$ cat src/rtl/core/msd_pkg.sv
package msd_pkg;

   localparam int NUM_SENSORS = 64;
   localparam int SENSOR_IDX_W = 6;
   localparam int SAMPLE_W = 8;
   localparam int HIST_W = 4;
   localparam int COUNT_W = 8;
   localparam int ADDR_W = (NUM_SENSORS > 1) ? $clog2(NUM_SENSORS) : 1;
   localparam int IDX_EXT_W = ((ADDR_W > SENSOR_IDX_W) ? ADDR_W : SENSOR_IDX_W) + 1;

   localparam logic [SAMPLE_W-1:0] THRESHOLD_RESET = 8'd32;
   localparam logic signed [COUNT_W-1:0] COUNT_MAX = 8'sd127;
   localparam logic signed [COUNT_W-1:0] COUNT_MIN = -8'sd128;
   localparam logic signed [COUNT_W-1:0] COUNT_ONE = 8'sd1;
   localparam logic signed [COUNT_W-1:0] COUNT_MINUS_ONE = -8'sd1;

   localparam logic FUNC_SAMPLE = 1'b0;
   localparam logic FUNC_CLEAR = 1'b1;

   typedef struct packed {
      logic                    func;
      logic [SENSOR_IDX_W-1:0] sensor_index;
      logic [SAMPLE_W-1:0]     sample;
   } req_type;

   typedef struct packed {
      logic [SENSOR_IDX_W-1:0]   sensor_index_out;
      logic                      pressed;
      logic signed [COUNT_W-1:0] run_count;
   } rsp_type;

   typedef struct packed {
      logic [HIST_W-1:0]         hist;
      logic signed [COUNT_W-1:0] count;
   } entry_type;

endpackage

$ cat src/rtl/core/msd_ram.sv
module msd_ram #(
   parameter int WIDTH = 12,
   parameter int DEPTH = 64
) (
   input  logic                                    clock,
   input  logic                                    we,
   input  logic [((DEPTH > 1) ? $clog2(DEPTH) : 1)-1:0] waddr,
   input  logic [WIDTH-1:0]                        wdata,
   input  logic                                    re,
   input  logic [((DEPTH > 1) ? $clog2(DEPTH) : 1)-1:0] raddr,
   output logic [WIDTH-1:0]                        rdata_ff
);

   logic [WIDTH-1:0] mem_ff [DEPTH];

   // read-first: a read and a write to one address in the same cycle return the old word
   always_ff @(posedge clock) begin
      if (re) begin
         rdata_ff <= mem_ff[raddr];
      end
      if (we) begin
         mem_ff[waddr] <= wdata;
      end
   end

endmodule

$ cat src/rtl/core/multichannel_sensor_debouncer.sv
// pipeline: a sample beat is registered with the memory read, then into the response register
// throughput: one beat per cycle unless a held response stalls stage 1; the per-sensor
//   read-modify-write goes through a registered-read memory with a one-entry write bypass
// reset: threshold returns to 32; histories and counters read as zero at once
//   through per-sensor valid flags, with no clearing pass
module multichannel_sensor_debouncer (
   input  logic                          clock,
   input  logic                          reset,
   input  logic                          req_valid,
   output logic                          req_ready,
   input  msd_pkg::req_type              req_data,
   output logic                          rsp_valid,
   input  logic                          rsp_ready,
   output msd_pkg::rsp_type              rsp_data,
   input  logic                          csr_valid,
   output logic                          csr_ready,
   input  logic [msd_pkg::SAMPLE_W-1:0]  csr_wdata
);

   logic [msd_pkg::SAMPLE_W-1:0] threshold_ff;

   logic                              s1_valid_ff;
   logic                              s1_func_ff;
   logic                              s1_on_ff;
   logic                              s1_in_range_ff;
   logic [msd_pkg::SENSOR_IDX_W-1:0]  s1_idx_ff;
   logic [msd_pkg::ADDR_W-1:0]        s1_addr_ff;

   logic                              fwd_valid_ff;
   logic [msd_pkg::ADDR_W-1:0]        fwd_addr_ff;
   msd_pkg::entry_type                fwd_entry_ff;

   logic [msd_pkg::NUM_SENSORS-1:0]   hist_vld_ff;
   logic [msd_pkg::NUM_SENSORS-1:0]   cnt_vld_ff;

   logic                              rsp_valid_ff;
   msd_pkg::rsp_type                  rsp_data_ff;

   logic                              accept;
   logic                              s1_adv;
   logic                              do_write;
   logic                              do_clear;
   logic [msd_pkg::IDX_EXT_W-1:0]     req_idx_ext;
   logic [msd_pkg::ADDR_W-1:0]        req_addr;
   logic                              req_in_range;
   logic [$bits(msd_pkg::entry_type)-1:0] ram_rdata;
   msd_pkg::entry_type                ram_entry;
   msd_pkg::entry_type                old_entry;
   msd_pkg::entry_type                new_entry;
   logic                              fwd_hit;
   logic                              pressed_in;
   logic signed [msd_pkg::COUNT_W-1:0] count_in;

   assign csr_ready = 1'b1;
   assign s1_adv    = !s1_valid_ff || !rsp_valid_ff || rsp_ready;
   assign req_ready = s1_adv;
   assign accept    = req_valid && req_ready;
   assign rsp_valid = rsp_valid_ff;
   assign rsp_data  = rsp_data_ff;

   assign req_idx_ext  = msd_pkg::IDX_EXT_W'(req_data.sensor_index);
   assign req_in_range = req_idx_ext < msd_pkg::IDX_EXT_W'(msd_pkg::NUM_SENSORS);
   assign req_addr     = req_idx_ext[msd_pkg::ADDR_W-1:0];

   assign do_clear = s1_adv && s1_valid_ff && (s1_func_ff == msd_pkg::FUNC_CLEAR);
   assign do_write = s1_adv && s1_valid_ff && (s1_func_ff == msd_pkg::FUNC_SAMPLE)
                     && s1_in_range_ff;

   msd_ram #(
      .WIDTH ($bits(msd_pkg::entry_type)),
      .DEPTH (msd_pkg::NUM_SENSORS)
   ) u_ram (
      .clock    (clock),
      .we       (do_write),
      .waddr    (s1_addr_ff),
      .wdata    (new_entry),
      .re       (accept),
      .raddr    (req_addr),
      .rdata_ff (ram_rdata)
   );

   // entry lookup: bypass the word written in the read cycle, else memory masked by valid flags
   always_comb begin
      ram_entry = msd_pkg::entry_type'(ram_rdata);
      fwd_hit   = fwd_valid_ff && (fwd_addr_ff == s1_addr_ff);
      if (fwd_hit) begin
         old_entry = fwd_entry_ff;
      end else begin
         old_entry.hist  = hist_vld_ff[s1_addr_ff] ? ram_entry.hist : '0;
         old_entry.count = cnt_vld_ff[s1_addr_ff] ? ram_entry.count : '0;
      end
   end

   always_comb begin
      new_entry.hist = {old_entry.hist[msd_pkg::HIST_W-2:0], s1_on_ff};
      pressed_in     = |new_entry.hist;
      if (pressed_in) begin
         if (old_entry.count <= 0) begin
            count_in = msd_pkg::COUNT_ONE;
         end else if (old_entry.count == msd_pkg::COUNT_MAX) begin
            count_in = msd_pkg::COUNT_MAX;
         end else begin
            count_in = old_entry.count + msd_pkg::COUNT_ONE;
         end
      end else begin
         if (old_entry.count >= 0) begin
            count_in = msd_pkg::COUNT_MINUS_ONE;
         end else if (old_entry.count == msd_pkg::COUNT_MIN) begin
            count_in = msd_pkg::COUNT_MIN;
         end else begin
            count_in = old_entry.count - msd_pkg::COUNT_ONE;
         end
      end
      new_entry.count = count_in;
   end

   always_ff @(posedge clock) begin
      if (reset) begin
         threshold_ff <= msd_pkg::THRESHOLD_RESET;
         s1_valid_ff  <= 1'b0;
         fwd_valid_ff <= 1'b0;
         hist_vld_ff  <= '0;
         cnt_vld_ff   <= '0;
         rsp_valid_ff <= 1'b0;
      end else begin
         if (csr_valid && csr_ready) begin
            threshold_ff <= csr_wdata;
         end
         if (s1_adv) begin
            s1_valid_ff <= accept;
         end
         if (do_write) begin
            fwd_valid_ff            <= 1'b1;
            hist_vld_ff[s1_addr_ff] <= 1'b1;
            cnt_vld_ff[s1_addr_ff]  <= 1'b1;
         end
         if (do_clear) begin
            hist_vld_ff <= '0;
         end
         if (do_write) begin
            rsp_valid_ff <= 1'b1;
         end else if (rsp_ready) begin
            rsp_valid_ff <= 1'b0;
         end
      end
   end

   always_ff @(posedge clock) begin
      if (accept) begin
         s1_func_ff     <= req_data.func;
         s1_on_ff       <= req_data.sample > threshold_ff;
         s1_in_range_ff <= req_in_range;
         s1_idx_ff      <= req_data.sensor_index;
         s1_addr_ff     <= req_addr;
      end
      if (do_write) begin
         fwd_addr_ff  <= s1_addr_ff;
         fwd_entry_ff <= new_entry;
         rsp_data_ff.sensor_index_out <= s1_idx_ff;
         rsp_data_ff.pressed          <= pressed_in;
         rsp_data_ff.run_count        <= count_in;
      end
      if (do_clear) begin
         fwd_entry_ff.hist <= '0;
      end
   end

endmodule
$ cat config.mk
export PLATFORM = sky130hd
export DESIGN_NAME = multichannel_sensor_debouncer
export DESIGN_NICKNAME = d
export VERILOG_FILES = /design/src/rtl/core/msd_pkg.sv /design/src/rtl/core/msd_ram.sv /design/src/rtl/core/multichannel_sensor_debouncer.sv
export SDC_FILE = /design/constraint.sdc
export NUM_CORES = 1
export LEC_CHECK = 0
export BUFFER_PORTS_ARGS = -buffer_cell sky130_fd_sc_hd__buf_2
export CORE_MARGIN = 2
export CORE_UTILIZATION = 45
export CTS_BUF_LIST = sky130_fd_sc_hd__clkbuf_16
export DETAILED_ROUTE_END_ITERATION = 10
export PLACE_DENSITY = 0.64
export RECOVER_POWER = 100
export SLEW_MARGIN = 20
export SYNTH_ARGS = -nofsm -noshare
export SYNTH_HDL_FRONTEND = slang
export SYNTH_SLANG_ARGS = --single-unit
$ cat constraint.sdc
create_clock -name clock -period 4.9 [get_ports clock]
set_clock_uncertainty 0.05 [all_clocks]
set_input_delay 0.49 -clock clock [delete_from_list [all_inputs] [get_ports clock]]
set_output_delay 0.49 -clock clock [all_outputs]
set_load 0.05 [all_outputs]
==> results.toml, run 1 <==
[run_status]
violated_checks = "capacitance limit, slew limit"
run_status = "complete, but fails checks"

[hold_path]
hold_path.class = "input port to flop"
timing.hold.worst_path_depth = 3
holdCritStartpoint = "req_valid"
min_to = "s1_valid_ff$_SDFFE_PP0N_"

[power_and_ir_drop]
irDropWorstVdd_mv = 0.245
p_leak_nw = 12.2
post-layout-total-power_w = 0.0158
pwr_density_cell_nw_per_um2 = 407

[final_layout]
final_design_area_no_fill_um2 = 38800
n_antenna_cell = 0
synthToLayoutAreaGrowth_pct = 12.7
layout_cells_sized_above_1_pct = 22.6
nets = 1967

[floorplan]
dieWidth_um = 281
fp.coreArea_um2 = 75800
fp.dieArea_um2 = 78700
initial_core_util_pct = 45.4
die_h_um = 281
io-pin-count = 46
core.rowCount = 101

[sta]
report.final.setup_viol = 0
timing.final.max_slew_violations = 402
rsz0062_at_grt = "false"
fmaxAchievable_mhz = 218
finalCriticalPeriod_ps = 4590
summed_negative_setup_slack_over_all_endpoints_ps = 0
fin_hold_ws_ps = 36.6
hold_viol = 0
fin_crit_sh_pct = 93.7
timing.max_slew.rel_slack_pct = -180
tightestPinTransition_ps = 4210

[route]
remaining_drc_errors = 0
drtIter0Drc = 1936
firstDrtPassIters = 5
routed-via-count = 17700
route.final.wire_length_um = 84800
detail_route.wl_per_cell_um = 28.4
avgViaCountPerCell = 5.95
antenna_violating_nets_post_route = 0

[global_routing]
grt_antenna_before_repair = 7
global_route_wire_length_before_repair_um = 123000
first_global_vias = 17900
grt.total_usage_pct = 22.0
grt_start_max_net_pins = 76
grt_overflow_total = 0

[synth]
total_of_flip_flops_plus_latches_after_synthesis = 880
synth-edff-count = 738
synthArstFlopShare_pct = 0
synth.lib_cells_used.distinct = 71
synth.net_count = 1842
synth_cells = 1805
ys_seq_area_share_pct = 72.7
commonest_register_cell_after_synthesis = "edfxtp_1"
yosys_warnings = 0
post_synth.cell_area_avg_um2 = 19.1
synth_area_um2 = 34400

[clock_tree]
cts_inserted_buffers = 86
htree_levels = 3
root_buffer = "clkbuf_16"
tritoncts = "yes"
ctsLongestPathBuffers = 3
clock-sinks = 880
cts_resized = 0
clk_latency_ps = 650
clkTransAtPathRegs_ps = 60

[place]
hpwlAfterDp_um = 50300
place.port_buffers = 44
gp_routability_congestion = 0.901
dpl-instance-area_um2 = 36300

[critical_path]
critPathMaxFanout = 32
critical_path_class = "flop to flop"
crit_required_ps = 5190
rrSetupSlack_ps = 310
reg2reg_depth = 11
timing.critical_path.arrival_ps = 4880
endpoint_class_of_the_critical_path = "flop"
critical_path.reg2reg.endpoint = "u_ram.mem_ff[57][2]$_DFFE_PP_"
crit_path_start_kind = "flop"
reg2reg_launch_point = "s1_addr_ff[2]$_DFFE_PP_"

[flow_run]
max-cap-violations = 14
## routing by layer
metal  up-vias  wire length [µm]  GRT usage (%)
met3       134              6260           4.55
met5         -                37              0
met1      9399             35300           30.3
met4         6              2260           7.17
li1       7516                 -              -
met2       673             40900           35.2
## kinds of logic after synthesis
logic type | count (synthesis) | share of synthesized area [%]
adder cells (fa/ha/maj) | 9 | 0.327
AO/OA/AOI/OAI | 166 | 3.72
multiplexers | 292 | 17.1
flip-flops | 880 | 72.7
other | 1 | 0.0109
XOR/XNOR | 14 | 0.356
buffers and inverters | 121 | 1.71
AND/OR/NAND/NOR | 322 | 4.05
## Yosys cell counts, types with 5 or more instances
library cell,number,area share [%]
nand3b_1,8,0.17
mux2i_1,51,1.5
a22oi_1,11,0.24
or3_1,5,0.091
o21ai_0,7,0.10
o21a_1,67,1.5
dfxtp_1,142,8.3
buf_6,6,0.20
nand2_1,30,0.33
xnor2_1,12,0.31
ha_1,9,0.33
mux4_2,237,16
nor2b_1,7,0.13
edfxtp_1,738,64
nor3_1,7,0.10
inv_1,12,0.13
clkbuf_1,53,0.58
nand3_1,21,0.31
buf_1,7,0.076
o22ai_1,6,0.11
a21oi_1,21,0.31
buf_4,15,0.33
a22o_1,5,0.13
a211oi_1,5,0.11
buf_2,27,0.39
nor2_1,221,2.4
## cells in the final DEF, fill, tap and decap left out, drive strengths merged, types with 7 or more instances in the layout
cell type    n
clkinv      30
o21ai        9
edfxtp     738
a22oi       11
mux2i       51
dfxtp      142
a21oi       22
nand3b       8
mux4       237
xnor2       12
nor3         7
nand2       30
ha           9
o21a        67
buf         46
nor2b        7
inv         41
clkinvlp     7
clkbuf     188
nand3       21
nor2       222
## final cells by class
cell class                 instances  area, µm²
timing repair buffer             145        779
clock buffer                      90       2250
tap                              978       1220
fill                            6124      37100
clock inverter                    70        509
sequential                       880      25000
inverter                          13       48.8
multi-input combinational        804       8940
## metrics by stage
stage                     utilization [%]  worst slack, ps  cells
after floorplan                         -            -36.5   1805
after global placement               47.9              626   2819
after detailed placement             47.9              502   2819
after CTS                            51.6              482   2980
after global routing                 51.1             69.7   2980
final                                51.1              310   2980
## registers in the layout, summed over array words and instances, names as in the netlist
signal          flops
cnt_vld_ff         64
fwd_entry_ff        3
fwd_valid_ff        1
hist_vld_ff        64
rsp_data           15
rsp_valid           1
s1_addr_ff          6
s1_func_ff          1
s1_on_ff            1
s1_valid_ff         1
threshold_ff        8
u_ram.mem_ff      704
u_ram.rdata_ff     11
## worst max-delay path, stage by stage (launching register included)
cell       delay [ps]
edfxtp_1          550
buf_4             240
nor2_2            440
a22oi_1           180
nand3_1           140
o2111ai_1         120
nor2_1            380
buf_4             320
a2bb2oi_2         510
nand3_1           450
o22ai_4           280
clkbuf_2          600
## worst max-delay path by stage
stage | end | slack [ps] | start | cells after the start
finish | u_ram.mem_ff[57][2]$_DFFE_PP_ | 310 | s1_addr_ff[2]$_DFFE_PP_ | 11
global route | u_ram.rdata_ff[5]$_DFFE_PP_ | 70 | req_data[8] | 5
CTS | u_ram.mem_ff[40][1]$_DFFE_PP_ | 480 | s1_addr_ff[2]$_DFFE_PP_ | 11
detailed placement | u_ram.mem_ff[48][1]$_DFFE_PP_ | 500 | s1_addr_ff[2]$_DFFE_PP_ | 11
global placement | u_ram.mem_ff[48][1]$_DFFE_PP_ | 630 | s1_addr_ff[2]$_DFFE_PP_ | 11
floorplan | rsp_data[1]$_DFFE_PP_ | -40 | s1_addr_ff[3]$_DFFE_PP_ | 14
## timing repair
item	in CTS	in global routing
endpoints found under the setup margin	0	0
endpoints found under the hold margin	1	0
hold buffers	1	0
setup buffers	0	0
## where the power goes
part           leakage [nW]  internal (W)  total, W  switching [W]
logic                  3.15      0.000342  0.000984       0.000642
registers              7.61       0.00832   0.00836      0.0000385
clock network          1.42       0.00361   0.00644        0.00282
total                  12.2        0.0123    0.0158        0.00350
Note: power is estimated with default switching activity, not from simulation.
==> inputs of run 2 (changes only) <==
Settings changed: REMOVE_ABC_BUFFERS from default to 1, SYNTH_HIERARCHICAL from default to 1.
==> results.toml, run 2 <==
[place]
hpwlAfterDp_um = 54700
dpl-instance-area_um2 = 37100
gp_routability_congestion = 0.909
place.port_buffers = 44

[sta]
fmaxAchievable_mhz = 213
timing.final.max_slew_violations = 210
tightestPinTransition_ps = 3590
hold_viol = 0
timing.max_slew.rel_slack_pct = -139
fin_crit_sh_pct = 95.6
report.final.setup_viol = 0
finalCriticalPeriod_ps = 4690
rsz0062_at_grt = "false"

[critical_path]
critical_path.reg2reg.endpoint = "u_ram/mem_ff[47][1]$_DFFE_PP_"
slowest_stage = "clkbuf_1"
critical_path_class = "flop to flop"
crit_path_cell_trace = "inv_1 > nand3_1 > inv_1 > clkbuf_1 > nand4_1 > nor2_1 > clkbuf_2"
rrSetupSlack_ps = 210
reg2reg_depth = 7
cp_slowest_stage_delay_ps = 900
timing.critical_path.arrival_ps = 4950
crit_required_ps = 5160
path_buf_inv = 4
reg2reg_launch_point = "s1_func_ff$_DFFE_PP_"
critPathMaxFanout = 18
crit_path_start_kind = "flop"
cp_top_family = "buffers and inverters"
endpoint_class_of_the_critical_path = "flop"
critical_path.most_common_cell = "inv_1"

[hold_path]
timing.hold.worst_path_depth = 3
holdCritStartpoint = "csr_wdata[5]"
min_to = "threshold_ff[5]$_SDFFE_PP1P_"
hold_path.class = "input port to flop"

[final_layout]
largest_register = "u_ram/mem_ff"
layout_commonest_cell = "edfxtp_1"
layout_common_cells = "edfxtp_1 (738), nor2_1 (369), mux4_2 (176)"
top_regs = "u_ram/mem_ff (704), cnt_vld_ff (64), hist_vld_ff (64)"
nets = 2282
layout_cells_sized_above_1_pct = 17.9
final.fill_count = 6438
n_antenna_cell = 0
final_design_area_no_fill_um2 = 39700
largest_register_ff_count = 704
synthToLayoutAreaGrowth_pct = 12.4

[global_routing]
grt_start_max_net_pins = 77
first_global_vias = 19900
grt_antenna_before_repair = 0
grt.total_usage_pct = 21.5
global_route_wire_length_before_repair_um = 129000
grt_overflow_total = 0

[clock_tree]
htree_levels = 3
clock-sinks = 880
cts_inserted_buffers = 91
clkTransAtPathRegs_ps = 60
root_buffer = "clkbuf_16"
clk_latency_ps = 650
tritoncts = "yes"
ctsLongestPathBuffers = 3

[floorplan]
initial_core_util_pct = 45.5
die_h_um = 284
dieWidth_um = 284
fp.coreArea_um2 = 77600
io-pin-count = 46
fp.dieArea_um2 = 80700
core.rowCount = 102

[route]
remaining_drc_errors = 0
drtIter0Drc = 2111
avgViaCountPerCell = 5.90
route.final.wire_length_um = 86300
antenna_violating_nets_post_route = 0
detail_route.wl_per_cell_um = 25.7
firstDrtPassIters = 5
routed-via-count = 19800

[run_status]
run_status = "complete, but fails checks"
violated_checks = "capacitance limit, slew limit"

[power_and_ir_drop]
p_leak_nw = 12.7
post-layout-total-power_w = 0.0161
irDropWorstVdd_mv = 0.344
pwr_density_cell_nw_per_um2 = 406

[flow_run]
max-cap-violations = 6

[synth]
synth_cells = 2132
synth_area_um2 = 35300
yosys_warnings = 6
post_synth.cell_area_avg_um2 = 16.6
[run 2: cell types whose count changed in the layout (fill, tap and decap cells not counted), sizes merged, moves of 15 or more]
cell,delta
nand2,+15
nand2b,+19
o21ai,+19
a21oi,+32
mux4,-55
nor2,+151
o22ai,+16
o21a,-60
nor2b,+15
nor3,+19
[run 2: final cells by class]
cell class | instances | area [µm²] | share of cell area (%)
Inverter | 21 | 78.8 | 0.199
Clock buffer | 93 | 2330 | 5.86
Timing Repair Buffer | 149 | 865 | 2.18
Multi-Input combinational cell | 1100 | 9540 | 24.1
Tap cell | 1040 | 1300 | 3.28
Clock inverter | 74 | 561 | 1.41
Sequential cell | 880 | 25000 | 63.0
[run 2: what timing repair did]
| action | CTS | global route |
|---|---|---|
| resized for setup | 0 | 1 |
| setup endpoints to repair | 0 | 24 |
| endpoints found under the hold margin | 1 | 0 |
| hold buffers | 1 | 0 |
| buffers inserted | 0 | 0 |
[run 2: routing by layer]
metal	up-vias	routed length (µm)	track usage [%]
met5	-	0	0
met1	10300	35700	29.1
li1	8543	-	-
met3	170	6330	4.47
met2	775	41200	34.4
met4	0	3100	8.13
[run 2: worst max-delay path by stage]
stage / slack (ps) / cells past startpoint / from / endpoint
after floorplan: -2510 / 12 / s1_addr_ff[2]$_DFFE_PP_ / fwd_entry_ff[5]$_DFFE_PP_
after global placement: 490 / 13 / s1_addr_ff[5]$_DFFE_PP_ / u_ram/mem_ff[38][2]$_DFFE_PP_
after detailed placement: 280 / 13 / s1_addr_ff[4]$_DFFE_PP_ / u_ram/mem_ff[54][2]$_DFFE_PP_
after CTS: 250 / 13 / s1_addr_ff[4]$_DFFE_PP_ / u_ram/mem_ff[54][2]$_DFFE_PP_
after global routing: 3 / 7 / reset / hist_vld_ff[21]$_SDFFE_PP0P_
final: 210 / 7 / s1_func_ff$_DFFE_PP_ / u_ram/mem_ff[47][1]$_DFFE_PP_
[run 2: through the flow]
| step | hold slack [ps] | std cells | utilization [%] | setup TNS (ps) | worst slack [ps] |
|---|---|---|---|---|---|
| 6_report | 31.9 | 3357 | 51.1 | 0 | 214 |
| 3_5_place_dp | 403 | 3188 | 47.8 | 0 | 283 |
| 5_1_grt | 30.8 | 3357 | 51.1 | 0 | 3.26 |
| 2_1_floorplan | 378 | 2001 | - | -824280 | -2510 |
| 3_3_place_gp | 392 | 3188 | 47.8 | 0 | 489 |
| 4_1_cts | 1.46 | 3356 | 51.5 | 0 | 252 |
[run 2: worst min-delay path, cell delays in order]
cell      delay (ps)
buf_2             80
nand2_1           40
o211ai_1          60
[run 2: report_power, final]
group / leakage [nW] / internal [W] / total (W) / switching, W
registers: 7.63 / 0.00833 / 0.00836 / 0.0000359
clock network: 1.48 / 0.00377 / 0.00665 / 0.00288
logic: 3.55 / 0.000331 / 0.00108 / 0.000749
